===== src/sv/steering_position_servo_controller_top_macros.svh =====
// ----------------------------------------------------------------------------
// steering servo assertion macros
// shared property forms for the steering servo checks
// ----------------------------------------------------------------------------
`ifndef STEERING_POSITION_SERVO_CONTROLLER_TOP_MACROS_SVH
`define STEERING_POSITION_SERVO_CONTROLLER_TOP_MACROS_SVH

// same-cycle implication
`define SPSC_ASSERT_NOW(label, ante, cons, msg) \
   label: assert property (@(posedge clock) disable iff (reset) (ante) |-> (cons)) \
      else $error(msg);

// next-cycle implication
`define SPSC_ASSERT_NEXT(label, ante, cons, msg) \
   label: assert property (@(posedge clock) disable iff (reset) (ante) |=> (cons)) \
      else $error(msg);

`endif


===== src/sv/spsc_pkg.sv =====
// ----------------------------------------------------------------------------
// steering servo package
// shared types, codes and helper functions of the steering servo
// ----------------------------------------------------------------------------
package spsc_pkg;

   // command codes
   localparam logic [1:0] CMD_UPDATE = 2'd0;
   localparam logic [1:0] CMD_JOG    = 2'd1;
   localparam logic [1:0] CMD_STOP   = 2'd2;
   localparam logic [1:0] CMD_TARGET = 2'd3;

   // stop causes
   localparam logic [2:0] CAUSE_NONE     = 3'd0;
   localparam logic [2:0] CAUSE_STALL    = 3'd1;
   localparam logic [2:0] CAUSE_JOG_TO   = 3'd2;
   localparam logic [2:0] CAUSE_REACHED  = 3'd3;
   localparam logic [2:0] CAUSE_MOVE_TO  = 3'd4;
   localparam logic [2:0] CAUSE_FAULT    = 3'd5;
   localparam logic [2:0] CAUSE_COMMAND  = 3'd6;

   // drive modes
   localparam logic [1:0] MODE_IDLE = 2'd0;
   localparam logic [1:0] MODE_MOVE = 2'd1;
   localparam logic [1:0] MODE_JOG  = 2'd2;

   // register indexes
   localparam logic [2:0] REG_CENTER    = 3'd0;
   localparam logic [2:0] REG_LEFT      = 3'd1;
   localparam logic [2:0] REG_RIGHT     = 3'd2;
   localparam logic [2:0] REG_KP        = 3'd3;
   localparam logic [2:0] REG_MIN_DUTY  = 3'd4;
   localparam logic [2:0] REG_MAX_DUTY  = 3'd5;
   localparam logic [2:0] REG_TOLERANCE = 3'd6;
   localparam logic [2:0] REG_STALL_THR = 3'd7;

   // full scale percent in q8.8
   localparam logic [15:0] PCT_FULL = 16'd25600;

   // divider geometry: dividends stay below 2**26
   localparam int DIV_STEPS = 26;
   localparam int DIV_CNT_W = $clog2(DIV_STEPS);

   typedef enum logic [3:0] {
      ST_IDLE,
      ST_MUL,
      ST_EXEC,
      ST_TDIV,
      ST_TAPPLY,
      ST_PMUL,
      ST_PSTART,
      ST_PDIV,
      ST_FIN
   } state_type;

   typedef enum logic [1:0] {
      MUL_ERR,
      MUL_TGT,
      MUL_PCT
   } mul_sel_type;

   typedef struct packed {
      logic        load;
      logic        mul_en;
      mul_sel_type mul_sel;
      logic        exec;
      logic        div_start;
      logic        div_pct;
      logic        div_step;
      logic        tapply;
      logic        res_load;
   } ctl_cmd_type;

   typedef struct packed {
      logic tgt_ok;
   } dp_status_type;

   typedef struct packed {
      logic [12:0] center_angle;
      logic [12:0] left_angle;
      logic [12:0] right_angle;
      logic [15:0] kp_gain;
      logic [7:0]  min_duty;
      logic [7:0]  max_duty;
      logic [11:0] position_tolerance;
      logic [12:0] stall_threshold;
   } cfg_type;

   // signed position relative to center, wrapping on 12 bits
   function automatic logic signed [12:0] rel_pos(input logic [11:0] ang,
                                                  input logic [11:0] ctr,
                                                  input logic inv);
      logic [11:0]        d;
      logic signed [12:0] r;
      d = ang - ctr;
      r = signed'({d[11], d});
      if (inv) begin
         r = -r;
      end
      return r;
   endfunction

endpackage


===== src/sv/spsc_controller.sv =====
// ----------------------------------------------------------------------------
// steering servo controller
// sequences capture, multiply, state update, divisions and result load
// ----------------------------------------------------------------------------
module spsc_controller (
   input  logic                    clock,
   input  logic                    reset,
   input  logic                    req_valid,
   output logic                    req_stall,
   output logic                    rsp_valid,
   input  logic                    rsp_stall,
   input  spsc_pkg::dp_status_type sts,
   output spsc_pkg::ctl_cmd_type   ctl
);
   import spsc_pkg::*;

   state_type              state_ff, state_in;
   logic [DIV_CNT_W-1:0]   cnt_ff, cnt_in;
   logic                   rsp_valid_ff, rsp_valid_in;

   // state registers
   always_ff @(posedge clock) begin
      if (reset) begin
         state_ff     <= ST_IDLE;
         cnt_ff       <= '0;
         rsp_valid_ff <= 1'b0;
      end else begin
         state_ff     <= state_in;
         cnt_ff       <= cnt_in;
         rsp_valid_ff <= rsp_valid_in;
      end
   end

   // next state and commands
   always_comb begin
      state_in     = state_ff;
      cnt_in       = cnt_ff;
      ctl          = '0;
      ctl.mul_sel  = MUL_ERR;
      rsp_valid_in = rsp_valid_ff && rsp_stall;
      unique case (state_ff)
         ST_IDLE: begin
            if (req_valid) begin
               ctl.load = 1'b1;
               state_in = ST_MUL;
            end
         end
         ST_MUL: begin
            ctl.mul_en  = 1'b1;
            ctl.mul_sel = sts.tgt_ok ? MUL_TGT : MUL_ERR;
            state_in    = ST_EXEC;
         end
         ST_EXEC: begin
            ctl.exec = 1'b1;
            if (sts.tgt_ok) begin
               ctl.div_start = 1'b1;
               cnt_in        = '0;
               state_in      = ST_TDIV;
            end else begin
               state_in = ST_PMUL;
            end
         end
         ST_TDIV: begin
            ctl.div_step = 1'b1;
            cnt_in       = cnt_ff + 1'b1;
            if (cnt_ff == DIV_CNT_W'(DIV_STEPS - 1)) begin
               state_in = ST_TAPPLY;
            end
         end
         ST_TAPPLY: begin
            ctl.tapply = 1'b1;
            state_in   = ST_PMUL;
         end
         ST_PMUL: begin
            ctl.mul_en  = 1'b1;
            ctl.mul_sel = MUL_PCT;
            state_in    = ST_PSTART;
         end
         ST_PSTART: begin
            ctl.div_start = 1'b1;
            ctl.div_pct   = 1'b1;
            cnt_in        = '0;
            state_in      = ST_PDIV;
         end
         ST_PDIV: begin
            ctl.div_step = 1'b1;
            cnt_in       = cnt_ff + 1'b1;
            if (cnt_ff == DIV_CNT_W'(DIV_STEPS - 1)) begin
               state_in = ST_FIN;
            end
         end
         ST_FIN: begin
            if (!rsp_valid_ff || !rsp_stall) begin
               ctl.res_load = 1'b1;
               rsp_valid_in = 1'b1;
               state_in     = ST_IDLE;
            end
         end
         default: state_in = ST_IDLE;
      endcase
   end

   assign req_stall = (state_ff != ST_IDLE);
   assign rsp_valid = rsp_valid_ff;

endmodule


===== src/sv/spsc_datapath.sv =====
// ----------------------------------------------------------------------------
// steering servo datapath
// servo state, calibration, shared multiplier and restoring divider
// ----------------------------------------------------------------------------
module spsc_datapath #(
   parameter int JOG_DUTY        = 128,
   parameter int STALL_WINDOW_MS = 500,
   parameter int JOG_TIMEOUT_MS  = 300,
   parameter int MOVE_TIMEOUT_MS = 3000,
   parameter int CAL_MIN_SPAN    = 50
) (
   input  logic                    clock,
   input  logic                    reset,
   input  spsc_pkg::cfg_type       cfg,
   input  spsc_pkg::ctl_cmd_type   ctl,
   output spsc_pkg::dp_status_type sts,
   input  logic [1:0]              req_command,
   input  logic [31:0]             req_now_ms,
   input  logic [11:0]             req_raw_angle,
   input  logic                    req_read_ok,
   input  logic                    req_magnet_ok,
   input  logic signed [1:0]       req_jog_direction,
   input  logic signed [15:0]      req_target_percent,
   output logic signed [8:0]       rsp_motor_speed,
   output logic                    rsp_accepted,
   output logic                    rsp_sensor_healthy,
   output logic                    rsp_is_calibrated,
   output logic [1:0]              rsp_drive_mode,
   output logic [2:0]              rsp_stop_cause,
   output logic signed [15:0]      rsp_steering_percent
);
   import spsc_pkg::*;

   localparam logic signed [8:0] JogDrive   = 9'(JOG_DUTY);
   localparam logic [31:0]       StallWin   = 32'(STALL_WINDOW_MS);
   localparam logic [31:0]       JogWin     = 32'(JOG_TIMEOUT_MS);
   localparam logic [31:0]       MoveWin    = 32'(MOVE_TIMEOUT_MS);
   localparam logic [11:0]       MinSpan    = 12'(CAL_MIN_SPAN);

   // captured item
   logic [1:0]         cmd_ff;
   logic [31:0]        now_ff;
   logic [11:0]        raw_ff;
   logic               rd_ff, mag_ff;
   logic signed [1:0]  dir_ff;
   logic signed [15:0] pct_ff;

   // servo state
   logic [11:0]        angle_ff, angle_in;
   logic               good_ff, good_in;
   logic signed [12:0] target_ff, target_in;
   logic               move_ff, move_in;
   logic [31:0]        mst_ff, mst_in;
   logic signed [1:0]  jog_ff, jog_in;
   logic [31:0]        jrt_ff, jrt_in;
   logic signed [12:0] sref_ff, sref_in;
   logic [31:0]        sct_ff, sct_in;
   logic signed [8:0]  drive_ff, drive_in;
   logic               acc_ff, acc_in;
   logic [2:0]         cause_ff, cause_in;

   // arithmetic units
   logic [31:0]            prod_ff;
   logic [DIV_STEPS-1:0]   dvd_ff;
   logic [15:0]            rem_ff, dvs_ff;

   // calibration
   logic [11:0]        l_d, r_d, l_mag, r_mag, sr_mag, sl_mag;
   logic               cal_ok, cal_inv;
   logic signed [12:0] span_left, span_right, neg_left;

   assign l_d   = cfg.left_angle[11:0] - cfg.center_angle[11:0];
   assign r_d   = cfg.right_angle[11:0] - cfg.center_angle[11:0];
   assign l_mag = l_d[11] ? 12'(-l_d) : l_d;
   assign r_mag = r_d[11] ? 12'(-r_d) : r_d;
   assign cal_ok = !cfg.center_angle[12] && !cfg.left_angle[12] && !cfg.right_angle[12]
                   && (l_d != '0) && (r_d != '0) && (l_d[11] != r_d[11])
                   && (l_mag >= MinSpan) && (r_mag >= MinSpan);
   assign cal_inv    = cal_ok && r_d[11];
   assign span_left  = cal_inv ? -signed'({l_d[11], l_d}) : signed'({l_d[11], l_d});
   assign span_right = cal_inv ? -signed'({r_d[11], r_d}) : signed'({r_d[11], r_d});
   assign neg_left   = -span_left;
   assign sr_mag     = span_right[11:0];
   assign sl_mag     = neg_left[11:0];

   // positions
   logic signed [12:0] cur_upd, rel_now;
   logic [11:0]        rel_mag;
   logic signed [13:0] err, sdiff;
   logic [12:0]        err_mag;
   logic [13:0]        sdiff_mag;

   assign cur_upd  = rel_pos(rd_ff ? raw_ff : angle_ff, cfg.center_angle[11:0], cal_inv);
   assign rel_now  = rel_pos(angle_ff, cfg.center_angle[11:0], cal_inv);
   assign rel_mag  = rel_now[12] ? 12'(-rel_now) : rel_now[11:0];
   assign err      = 14'(target_ff) - 14'(cur_upd);
   assign err_mag  = err[13] ? 13'(-err) : err[12:0];
   assign sdiff    = 14'(cur_upd) - 14'(sref_ff);
   assign sdiff_mag = sdiff[13] ? 14'(-sdiff) : 14'(sdiff);

   // target percent clamp
   logic signed [15:0] pctc;
   logic [14:0]        pct_mag;
   logic [11:0]        tspan;

   always_comb begin
      if (pct_ff > signed'(PCT_FULL)) begin
         pctc = signed'(PCT_FULL);
      end else if (pct_ff < -signed'(PCT_FULL)) begin
         pctc = -signed'(PCT_FULL);
      end else begin
         pctc = pct_ff;
      end
   end
   assign pct_mag = pctc[15] ? 15'(-pctc) : pctc[14:0];
   assign tspan   = pctc[15] ? sl_mag : sr_mag;
   assign sts.tgt_ok = (cmd_ff == CMD_TARGET) && cal_ok && good_ff;

   // shared multiplier operands
   logic [15:0] mul_a, mul_b;

   always_comb begin
      case (ctl.mul_sel)
         MUL_TGT: begin
            mul_a = 16'(pct_mag);
            mul_b = 16'(tspan);
         end
         MUL_PCT: begin
            mul_a = 16'(rel_mag);
            mul_b = PCT_FULL;
         end
         default: begin
            mul_a = 16'(err_mag);
            mul_b = cfg.kp_gain;
         end
      endcase
   end

   // duty clamp from the registered product
   logic [31:0] duty_lo, duty_cl, min_full, max_full;
   logic signed [8:0] duty_s;

   assign min_full = {16'b0, cfg.min_duty, 8'b0};
   assign max_full = {16'b0, cfg.max_duty, 8'b0};
   assign duty_lo  = (prod_ff < min_full) ? min_full : prod_ff;
   assign duty_cl  = (duty_lo > max_full) ? max_full : duty_lo;
   assign duty_s   = signed'({1'b0, duty_cl[15:8]});

   // divider step
   logic [16:0] div_sh, div_sub;
   logic        div_bit;

   assign div_sh  = {rem_ff, dvd_ff[DIV_STEPS-1]};
   assign div_bit = (div_sh >= {1'b0, dvs_ff});
   assign div_sub = div_sh - {1'b0, dvs_ff};

   // target from quotient
   logic signed [13:0] tq, tq_s, tgt_cl;

   assign tq     = signed'({1'b0, dvd_ff[12:0]});
   assign tq_s   = pctc[15] ? -tq : tq;
   assign tgt_cl = (tq_s < 14'(span_left)) ? 14'(span_left) :
                   (tq_s > 14'(span_right)) ? 14'(span_right) : tq_s;

   // readback percent from quotient
   logic [15:0]        pq;
   logic signed [15:0] pct_out;

   assign pq = (dvd_ff > DIV_STEPS'(PCT_FULL)) ? PCT_FULL : dvd_ff[15:0];
   assign pct_out = !cal_ok ? 16'sd0 : (rel_now[12] ? -signed'(pq) : signed'(pq));

   // servo state update
   always_comb begin
      logic              stalled;
      logic signed [1:0] dir_n;
      stalled   = 1'b0;
      dir_n     = dir_ff[1] ? -2'sd1 : dir_ff;
      angle_in  = angle_ff;
      good_in   = good_ff;
      target_in = target_ff;
      move_in   = move_ff;
      mst_in    = mst_ff;
      jog_in    = jog_ff;
      jrt_in    = jrt_ff;
      sref_in   = sref_ff;
      sct_in    = sct_ff;
      drive_in  = drive_ff;
      acc_in    = acc_ff;
      cause_in  = cause_ff;
      if (ctl.exec) begin
         acc_in   = 1'b0;
         cause_in = CAUSE_NONE;
         case (cmd_ff)
            CMD_UPDATE: begin
               if (rd_ff) begin
                  angle_in = raw_ff;
               end
               good_in = rd_ff && mag_ff;
               acc_in  = rd_ff && mag_ff;
               if (!(rd_ff && mag_ff)) begin
                  drive_in = '0; move_in = 1'b0; jog_in = '0;
                  cause_in = CAUSE_FAULT;
               end else begin
                  // stall window check
                  if ((move_ff || jog_ff != 2'sd0) && (now_ff - sct_ff >= StallWin)) begin
                     if (sdiff_mag < {1'b0, cfg.stall_threshold}) begin
                        drive_in = '0; move_in = 1'b0; jog_in = '0;
                        cause_in = CAUSE_STALL;
                        stalled  = 1'b1;
                     end else begin
                        sref_in = cur_upd;
                        sct_in  = now_ff;
                     end
                  end
                  if (!stalled) begin
                     if (jog_ff != 2'sd0) begin
                        if (now_ff - jrt_ff >= JogWin) begin
                           drive_in = '0; move_in = 1'b0; jog_in = '0;
                           cause_in = CAUSE_JOG_TO;
                        end
                     end else if (move_ff) begin
                        if (err_mag <= {1'b0, cfg.position_tolerance}) begin
                           drive_in = '0; move_in = 1'b0; jog_in = '0;
                           cause_in = CAUSE_REACHED;
                        end else if (now_ff - mst_ff >= MoveWin) begin
                           drive_in = '0; move_in = 1'b0; jog_in = '0;
                           cause_in = CAUSE_MOVE_TO;
                        end else begin
                           drive_in = err[13] ? -duty_s : duty_s;
                        end
                     end
                  end
               end
            end
            CMD_JOG: begin
               if (dir_ff == 2'sd0) begin
                  if (jog_ff != 2'sd0) begin
                     drive_in = '0; move_in = 1'b0; jog_in = '0;
                     cause_in = CAUSE_COMMAND;
                  end
               end else if (good_ff) begin
                  move_in = 1'b0;
                  if (jog_ff != dir_n) begin
                     sref_in = rel_now;
                     sct_in  = now_ff;
                  end
                  jog_in   = dir_n;
                  jrt_in   = now_ff;
                  drive_in = dir_n[1] ? -JogDrive : JogDrive;
               end
            end
            CMD_STOP: begin
               drive_in = '0; move_in = 1'b0; jog_in = '0;
               cause_in = CAUSE_COMMAND;
            end
            CMD_TARGET: begin
               if (sts.tgt_ok) begin
                  jog_in  = '0;
                  move_in = 1'b1;
                  mst_in  = now_ff;
                  sref_in = rel_now;
                  sct_in  = now_ff;
                  acc_in  = 1'b1;
               end
            end
            default: ;
         endcase
      end
      if (ctl.tapply) begin
         target_in = tgt_cl[12:0];
      end
   end

   // control state registers
   always_ff @(posedge clock) begin
      if (reset) begin
         angle_ff  <= '0;
         good_ff   <= 1'b0;
         target_ff <= '0;
         move_ff   <= 1'b0;
         mst_ff    <= '0;
         jog_ff    <= '0;
         jrt_ff    <= '0;
         sref_ff   <= '0;
         sct_ff    <= '0;
         drive_ff  <= '0;
         acc_ff    <= 1'b0;
         cause_ff  <= CAUSE_NONE;
      end else begin
         angle_ff  <= angle_in;
         good_ff   <= good_in;
         target_ff <= target_in;
         move_ff   <= move_in;
         mst_ff    <= mst_in;
         jog_ff    <= jog_in;
         jrt_ff    <= jrt_in;
         sref_ff   <= sref_in;
         sct_ff    <= sct_in;
         drive_ff  <= drive_in;
         acc_ff    <= acc_in;
         cause_ff  <= cause_in;
      end
   end

   // item capture, multiplier, divider and result registers
   always_ff @(posedge clock) begin
      if (ctl.load) begin
         cmd_ff <= req_command;
         now_ff <= req_now_ms;
         raw_ff <= req_raw_angle;
         rd_ff  <= req_read_ok;
         mag_ff <= req_magnet_ok;
         dir_ff <= req_jog_direction;
         pct_ff <= req_target_percent;
      end
      if (ctl.mul_en) begin
         prod_ff <= 32'(mul_a) * 32'(mul_b);
      end
      if (ctl.div_start) begin
         dvd_ff <= prod_ff[DIV_STEPS-1:0];
         rem_ff <= '0;
         dvs_ff <= ctl.div_pct ? 16'(rel_now[12] ? sl_mag : sr_mag) : PCT_FULL;
      end else if (ctl.div_step) begin
         dvd_ff <= {dvd_ff[DIV_STEPS-2:0], div_bit};
         rem_ff <= div_bit ? div_sub[15:0] : div_sh[15:0];
      end
      if (ctl.res_load) begin
         rsp_motor_speed      <= drive_ff;
         rsp_accepted         <= acc_ff;
         rsp_sensor_healthy   <= good_ff;
         rsp_is_calibrated    <= cal_ok;
         rsp_drive_mode       <= (jog_ff != 2'sd0) ? MODE_JOG : (move_ff ? MODE_MOVE : MODE_IDLE);
         rsp_stop_cause       <= cause_ff;
         rsp_steering_percent <= pct_out;
      end
   end

endmodule


===== src/sv/steering_position_servo_controller_top.sv =====
// sequence: capture, multiply, state update, percent multiply, percent divide, result
// load; an accepted set target adds a target divide and apply; both divides use the 26-step
// restoring divider; no new item is taken until the result load, which output stalls hold
// reset: synchronous, clears servo state, calibration registers to not captured
// ----------------------------------------------------------------------------
// steering position servo controller
// top level with apb-style register file, controller and datapath
// ----------------------------------------------------------------------------
`include "steering_position_servo_controller_top_macros.svh"

module steering_position_servo_controller_top #(
   parameter int JOG_DUTY        = 128,
   parameter int STALL_WINDOW_MS = 500,
   parameter int JOG_TIMEOUT_MS  = 300,
   parameter int MOVE_TIMEOUT_MS = 3000,
   parameter int CAL_MIN_SPAN    = 50
) (
   input  logic               clock,
   input  logic               reset,
   input  logic               req_valid,
   output logic               req_stall,
   input  logic [1:0]         req_command,
   input  logic [31:0]        req_now_ms,
   input  logic [11:0]        req_raw_angle,
   input  logic               req_read_ok,
   input  logic               req_magnet_ok,
   input  logic signed [1:0]  req_jog_direction,
   input  logic signed [15:0] req_target_percent,
   output logic               rsp_valid,
   input  logic               rsp_stall,
   output logic signed [8:0]  rsp_motor_speed,
   output logic               rsp_accepted,
   output logic               rsp_sensor_healthy,
   output logic               rsp_is_calibrated,
   output logic [1:0]         rsp_drive_mode,
   output logic [2:0]         rsp_stop_cause,
   output logic signed [15:0] rsp_steering_percent,
   input  logic               csr_psel,
   input  logic               csr_penable,
   input  logic               csr_pwrite,
   input  logic [4:0]         csr_paddr,
   input  logic [31:0]        csr_pwdata,
   output logic [31:0]        csr_prdata,
   output logic               csr_pready
);
   import spsc_pkg::*;

   cfg_type       cfg_ff, cfg_in;
   ctl_cmd_type   ctl;
   dp_status_type sts;
   logic          wr_en;
   logic [2:0]    reg_idx;

   assign csr_pready = 1'b1;
   assign wr_en      = csr_psel && csr_penable && csr_pwrite && csr_pready;
   assign reg_idx    = csr_paddr[4:2];

   // register write decode
   always_comb begin
      cfg_in = cfg_ff;
      if (wr_en) begin
         unique case (reg_idx)
            REG_CENTER:    cfg_in.center_angle       = csr_pwdata[12:0];
            REG_LEFT:      cfg_in.left_angle         = csr_pwdata[12:0];
            REG_RIGHT:     cfg_in.right_angle        = csr_pwdata[12:0];
            REG_KP:        cfg_in.kp_gain            = csr_pwdata[15:0];
            REG_MIN_DUTY:  cfg_in.min_duty           = csr_pwdata[7:0];
            REG_MAX_DUTY:  cfg_in.max_duty           = csr_pwdata[7:0];
            REG_TOLERANCE: cfg_in.position_tolerance = csr_pwdata[11:0];
            REG_STALL_THR: cfg_in.stall_threshold    = csr_pwdata[12:0];
            default: ;
         endcase
      end
   end

   // configuration registers
   always_ff @(posedge clock) begin
      if (reset) begin
         cfg_ff.center_angle       <= 13'h1FFF;
         cfg_ff.left_angle         <= 13'h1FFF;
         cfg_ff.right_angle        <= 13'h1FFF;
         cfg_ff.kp_gain            <= 16'd256;
         cfg_ff.min_duty           <= 8'd40;
         cfg_ff.max_duty           <= 8'd255;
         cfg_ff.position_tolerance <= 12'd10;
         cfg_ff.stall_threshold    <= 13'd5;
      end else begin
         cfg_ff <= cfg_in;
      end
   end

   // register read mux
   always_comb begin
      unique case (reg_idx)
         REG_CENTER:    csr_prdata = 32'(cfg_ff.center_angle);
         REG_LEFT:      csr_prdata = 32'(cfg_ff.left_angle);
         REG_RIGHT:     csr_prdata = 32'(cfg_ff.right_angle);
         REG_KP:        csr_prdata = 32'(cfg_ff.kp_gain);
         REG_MIN_DUTY:  csr_prdata = 32'(cfg_ff.min_duty);
         REG_MAX_DUTY:  csr_prdata = 32'(cfg_ff.max_duty);
         REG_TOLERANCE: csr_prdata = 32'(cfg_ff.position_tolerance);
         REG_STALL_THR: csr_prdata = 32'(cfg_ff.stall_threshold);
         default:       csr_prdata = '0;
      endcase
   end

   spsc_controller u_ctrl (
      .clock     (clock),
      .reset     (reset),
      .req_valid (req_valid),
      .req_stall (req_stall),
      .rsp_valid (rsp_valid),
      .rsp_stall (rsp_stall),
      .sts       (sts),
      .ctl       (ctl)
   );

   spsc_datapath #(
      .JOG_DUTY        (JOG_DUTY),
      .STALL_WINDOW_MS (STALL_WINDOW_MS),
      .JOG_TIMEOUT_MS  (JOG_TIMEOUT_MS),
      .MOVE_TIMEOUT_MS (MOVE_TIMEOUT_MS),
      .CAL_MIN_SPAN    (CAL_MIN_SPAN)
   ) u_dp (
      .clock                (clock),
      .reset                (reset),
      .cfg                  (cfg_ff),
      .ctl                  (ctl),
      .sts                  (sts),
      .req_command          (req_command),
      .req_now_ms           (req_now_ms),
      .req_raw_angle        (req_raw_angle),
      .req_read_ok          (req_read_ok),
      .req_magnet_ok        (req_magnet_ok),
      .req_jog_direction    (req_jog_direction),
      .req_target_percent   (req_target_percent),
      .rsp_motor_speed      (rsp_motor_speed),
      .rsp_accepted         (rsp_accepted),
      .rsp_sensor_healthy   (rsp_sensor_healthy),
      .rsp_is_calibrated    (rsp_is_calibrated),
      .rsp_drive_mode       (rsp_drive_mode),
      .rsp_stop_cause       (rsp_stop_cause),
      .rsp_steering_percent (rsp_steering_percent)
   );

   // result flags for the checks
   logic rsp_stopped, rsp_idle;

   assign rsp_stopped = rsp_valid && (rsp_stop_cause != CAUSE_NONE);
   assign rsp_idle    = rsp_valid && (rsp_drive_mode == MODE_IDLE);

   // checks
   `SPSC_ASSERT_NEXT(a_busy, req_valid && !req_stall, req_stall, "not busy after transfer")
   `SPSC_ASSERT_NOW(a_stop_drive, rsp_stopped, rsp_motor_speed == 9'sd0, "drive on after stop")
   `SPSC_ASSERT_NOW(a_idle_drive, rsp_idle, rsp_motor_speed == 9'sd0, "drive on while idle")
   `SPSC_ASSERT_NOW(a_acc_ok, rsp_valid && rsp_accepted, rsp_sensor_healthy, "accept unhealthy")

endmodule

===== config.mk =====
export PLATFORM = sky130hd
export DESIGN_NAME = steering_position_servo_controller_top
export DESIGN_NICKNAME = d
export VERILOG_FILES = /design/src/sv/spsc_pkg.sv /design/src/sv/spsc_controller.sv /design/src/sv/spsc_datapath.sv /design/src/sv/steering_position_servo_controller_top.sv
export VERILOG_INCLUDE_DIRS = /design/src /design/src/sv
export SDC_FILE = /design/constraint.sdc
export NUM_CORES = 2
export LEC_CHECK = 0
export ABC_CLOCK_PERIOD_IN_PS = 32800
export BUFFER_PORTS_ARGS = -buffer_cell sky130_fd_sc_hd__buf_2
export CAP_MARGIN = 20
export CORE_MARGIN = 2
export CORE_UTILIZATION = 30
export CTS_CLUSTER_SIZE = 28
export DETAILED_ROUTE_END_ITERATION = 7
export SLEW_MARGIN = 0
export SYNTH_ARGS = -nofsm -noshare
export SYNTH_HDL_FRONTEND = slang
export SYNTH_SLANG_ARGS = --single-unit
export TNS_END_PERCENT = 20

===== constraint.sdc =====
create_clock -name clock -period 32.8 [get_ports clock]
set_input_delay 6.56 -clock clock [delete_from_list [all_inputs] [get_ports clock]]
set_output_delay 6.56 -clock clock [all_outputs]
set_load 0.05 [all_outputs]

* Yosys cells after proc, flatten, opt, wreduce, memory -nomap -nowiden
Index checks and enable logic that the tools add are counted.
Word-level totals: input port bits 110, output and inout port bits 68, bits in registers 446, word-level logic and storage cells 300
Operators by class: $add $sub $neg 25, bitwise operators 1, eq/ne operators 37, mux-type cells 129, magnitude comparators 15, reduce and logical (&&, ||, !) cells 51, $mul 1
Operators by type and width (count):
- 2-to-1 mux 32 bit | 8
- one-hot mux 32 bit (8 select lines) | 1
- 2-to-1 mux 13 bit | 14
- 2-to-1 mux 9 bit | 14
- 2-to-1 mux 16 bit | 6
- one-hot mux 32 bit (3 select lines) | 1
- subtractor 32 bit | 3
- 2-to-1 mux 12 bit | 6
- >= comparator 32 x 9 -> 1 bit (second input constant) | 2
- 2-to-1 mux 26 bit | 2
- negator 12 -> 13 bit | 4
- negator 12 bit | 4
- subtractor 12 bit | 4
- one-hot mux 13 bit (3 select lines) | 1
- one-hot mux 4 bit (9 select lines) | 1
- 2-to-1 mux 3 bit | 11
- >= comparator 32 x 12 -> 1 bit (second input constant) | 1
- greater-than comparator 32 x 16 -> 1 bit | 1
- < comparator 32 x 16 -> 1 bit | 1
- 2-to-1 mux 1 bit | 32
- one-hot mux 16 bit (2 select lines) | 1
- multiplier 15 x 16 -> 31 bit | 1
- one-hot mux 15 bit (2 select lines) | 1
- < comparator 14 x 13 -> 1 bit | 2
- other kinds (60) | 137

* Logic depth before layout (Yosys ltp)
word-level depth 23, mapped depth 61, depth with buffers taken out 55

* Cells and area by module
From an unflattened synthesis, not the netlist that was laid out.
Second synthesis, totals: cells, all modules 4807, area, all modules 40177.3 sq um
Modules (own cells, without submodules):
- spsc_datapath | instances 1, seq. area each 8448.1 sq um, area each 35361.4 sq um, cells an instance 4205
- steering_position_servo_controller_top | instances 1, seq. area each 1921.8 sq um, area each 4236.6 sq um, cells an instance 525
- spsc_controller | instances 1, seq. area each 200.2 sq um, area each 579.3 sq um, cells an instance 77

* Worst setup path before layout
No wires, ideal clock.
path type input -> output, start in csr_paddr[4], end out csr_prdata[13], path buffers 4, data arrival time 8.581 ns, data required time 26.240 ns, setup slack 17.659 ns, stages 5, cell sequence clkbuf_1 buf_1 clkbuf_1 clkbuf_1 nor3b_1
Between the ends: word-level cells in the longest chain between the ends 2, elaborated cells between the ends (all ways) 9, those cells by class 7 x eq/ne; 1 x mux; 1 x reduce/logical
Ends and longest elaborated chain:
- start: declaration | line steering_position_servo_controller_top.sv:41 | input logic [4:0] csr_paddr,
- equality test 3 bit (tied with other cells) | line steering_position_servo_controller_top.sv:94 | unique case (reg_idx)
- one-hot mux 32 bit (8 select lines) * | line steering_position_servo_controller_top.sv:94
- end: declaration | line steering_position_servo_controller_top.sv:43 | output logic [31:0] csr_prdata,
Every way passes the cells marked *; elsewhere a longest branch is shown, timed or not. The select of a mux whose other input is x is not followed.

* Worst setup path after layout
start in csr_paddr[3], end out csr_prdata[1]
The elaborated chain is that of the path after synthesis.

==> impl_metrics.ini <==
[cts]
cts-resized-gates = 0
cts_tree = built
cts_hold_buf = 0
clock_latency_ps = 650
htree_levels = 2
numCtsBuffers = 53
post_cts_buffers = 0
clock-sinks = 442
clock_path_buffers = 3
cts-root-buf = clkbuf_16
path_clk_slew_ps = 60

[grt]
grt_pass1_wl_um = 198200
antenna_found_initial = 1
grt_max_degree = 98
first_global_vias = 33750
track_usage_pct = 18.12
overflow = 0

[run]
max-cap-violations = 0

[sta]
finalHoldViolations = 0
setup_tns_ps = 0
slew-limit-headroom_pct = 27.51
period_needed_ps = 15410
setup_viol = 0
tightest_slew_ps = 1057
fmax_mhz = 64.91
rsz0062_at_grt = false
finalClockSkew_ps = 35.40
fin_hold_ws_ps = 432.9
layout_worst_path_cycle_share_pct = 46.97
slew_viol_final = 0

[cells_and_area]
syn_to_final_growth_pct = 10.47
final_cell_mix = nand2_1 (615), inv_1 (508), nor2_1 (428), ha_1 (355), a21oi_1 (337)
nNetsFinal = 5586
antenna_cells = 0
final_common_cell = nand2_1
drive_above_1_share_pct = 8.203

[synth]
ys.warnings.count = 0
synth_edf_count = 169
ys_seq_area_share_pct = 25.83
syn_area_per_cell_um2 = 8.332
async_flop_share_pct = 0
ys.flop_type = dfxtp_1
ys_types = 110
synthesis.area_um2 = 40800
synth_seq_cells = 442
synthesis.instances = 4897

[detailed_routing]
viasPerCell = 5.197
finalWirelength_um = 128000
post-route-drc-count = 0
postRouteAntennaNets = 0
routedWlPerCell_um = 18.96
first_pass_iters = 6
drtIter0Drc = 2620
vias = 35110

[die]
fp-row-count = 135
die_h_um = 372.8
initial_core_util_pct = 30.16
die-width_um = 372.8
io_pins = 178
fp.dieArea_um2 = 139000
coreArea_um2 = 135300

[hold_path]
hold_start = u_dp.drive_ff[3]
min_path_type = reg -> reg

[worst_setup_path]
reg2reg_from = cfg_ff[83]
path_class = in -> out
arrival_ps = 8850
worst_setup_path_end_kind = output pin
startpoint_type = input pin
crit_path_max_fanout = 35
startpoint = csr_paddr[3]
crit_required_ps = 26240

[power_and_ir_drop]
p_per_area_nw_per_um2 = 43.18
p_leak_uw = 0.01812
ir_drop_mv = 0.03570

[placement]
portBuffers = 142
hpwl_um = 100200
globalplace.congestion = 0.9188

[outcome]
outcome = finished clean
## worst paths after layout
kind | endpoint | slack (ps) | cells after the start
worst max-delay path | csr_prdata[1] | 17390 | 7
worst min-delay path | u_dp.rsp_motor_speed[3] | 430 | 0
worst max register to register | u_dp.prod_ff[30] | 17530 | 48
worst min register to register | u_dp.rsp_motor_speed[3] | 430 | 0
## flip-flops by register name (all words and copies together), names as in the netlist, 4 cells and up
name / count
cfg_ff: 96
u_ctrl.cnt_ff: 5
u_ctrl.state_ff: 4
u_dp.angle_ff: 12
u_dp.drive_ff: 9
u_dp.dvd_ff: 26
u_dp.dvs_ff: 13
u_dp.jrt_ff: 32
u_dp.mst_ff: 32
u_dp.now_ff: 32
u_dp.pct_ff: 16
u_dp.prod_ff: 31
u_dp.raw_ff: 12
u_dp.rem_ff: 16
u_dp.rsp_motor_speed: 9
u_dp.rsp_steering_percent: 16
u_dp.sct_ff: 32
u_dp.sref_ff: 13
u_dp.target_ff: 13
## worst max-delay path, cell delays in order
cell and delay, ps:
buf_2 590, inv_1 520, nor2_1 300, a221oi_1 120
a21oi_1 180, o32a_1 270, buf_2 290
## layer usage
layer | up-vias | track usage [%] | part of all wire (%)
met5 | - | 0 | 0
met4 | 0 | 5.983 | 3.4
met3 | 167 | 2.442 | 6.0
met2 | 973 | 31.51 | 48
met1 | 16920 | 23.01 | 42
li1 | 17050 | - | -
## through the flow
step | setup WS, ps | utilization (%) | area, µm² | power, µW | std cells
detailed placement | 17410 | 31.95 | 43230 | 1330 | 6652
global placement | 17420 | 31.95 | 43230 | 1325 | 6652
CTS | 17400 | 33.26 | 45010 | 1959 | 6750
global route | 16470 | 33.31 | 45070 | 2068 | 6755
finish | 17390 | 33.31 | 45070 | 1946 | 6755
floorplan | 17660 | - | 40870 | 1144 | 4916
## layout make-up
class                           count  area (µm²)
Sequential cell                   442       10540
Clock buffer                       73        1494
Tap cell                         1781        2228
Fill cell                       14080       90230
Inverter                          510        1914
Timing Repair Buffer              190        1107
Multi-Input combinational cell   3734       27500
Clock inverter                     25       284.0
## cells in the mapped netlist (all sizes together) (25+ instances only)
cell    number  area share, %
a211o       59            1.3
a211oi      56            1.1
a21o        59            1.1
a21oi      341            4.2
a31oi       55           0.88
and2        68            1.0
and3        28           0.44
buf         55           0.86
clkbuf     175            1.6
dfxtp      273             13
edfxtp     169             12
fa         190            9.3
ha         355             11
inv        509            4.7
mux2        52            1.4
mux2i      100            2.5
nand2      615            5.7
nand2b      48           0.74
nand3       81           0.99
nand4       42           0.64
nor2       433            4.0
nor2b       73            1.1
nor3        82            1.0
nor3b       31           0.57
nor4        31           0.49
o211ai      33           0.61
o21a        50           0.92
o21ai      166            2.0
o21bai      27           0.50
o22ai       25           0.40
o31ai       31           0.62
or2         27           0.41
or3         29           0.46
xnor2      159            3.4
xor2        86            1.9
## report_power, final
| group | internal, µW | total [µW] | switching [µW] |
|---|---|---|---|
| Sequential | 599 | 626 | 26.9 |
| Combinational | 260 | 706 | 446 |
| Clock | 358 | 614 | 256 |
## logic make-up (layout without fill, tap and decap cells)
group,Yosys count,in the layout,synth area share [%]
adders and majority gates,551,551,20.36
xor gates and xnor gates,247,247,5.425
DFF,442,442,25.83
and+or+nand+nor,1649,1649,18.86
muxes,154,154,4.008
AOI/OAI and AO/OA,1112,1112,18.31
buffers and inverters,740,798,7.185
other,2,21,0.01841
No activity file was read; power rests on OpenSTA's default activity.
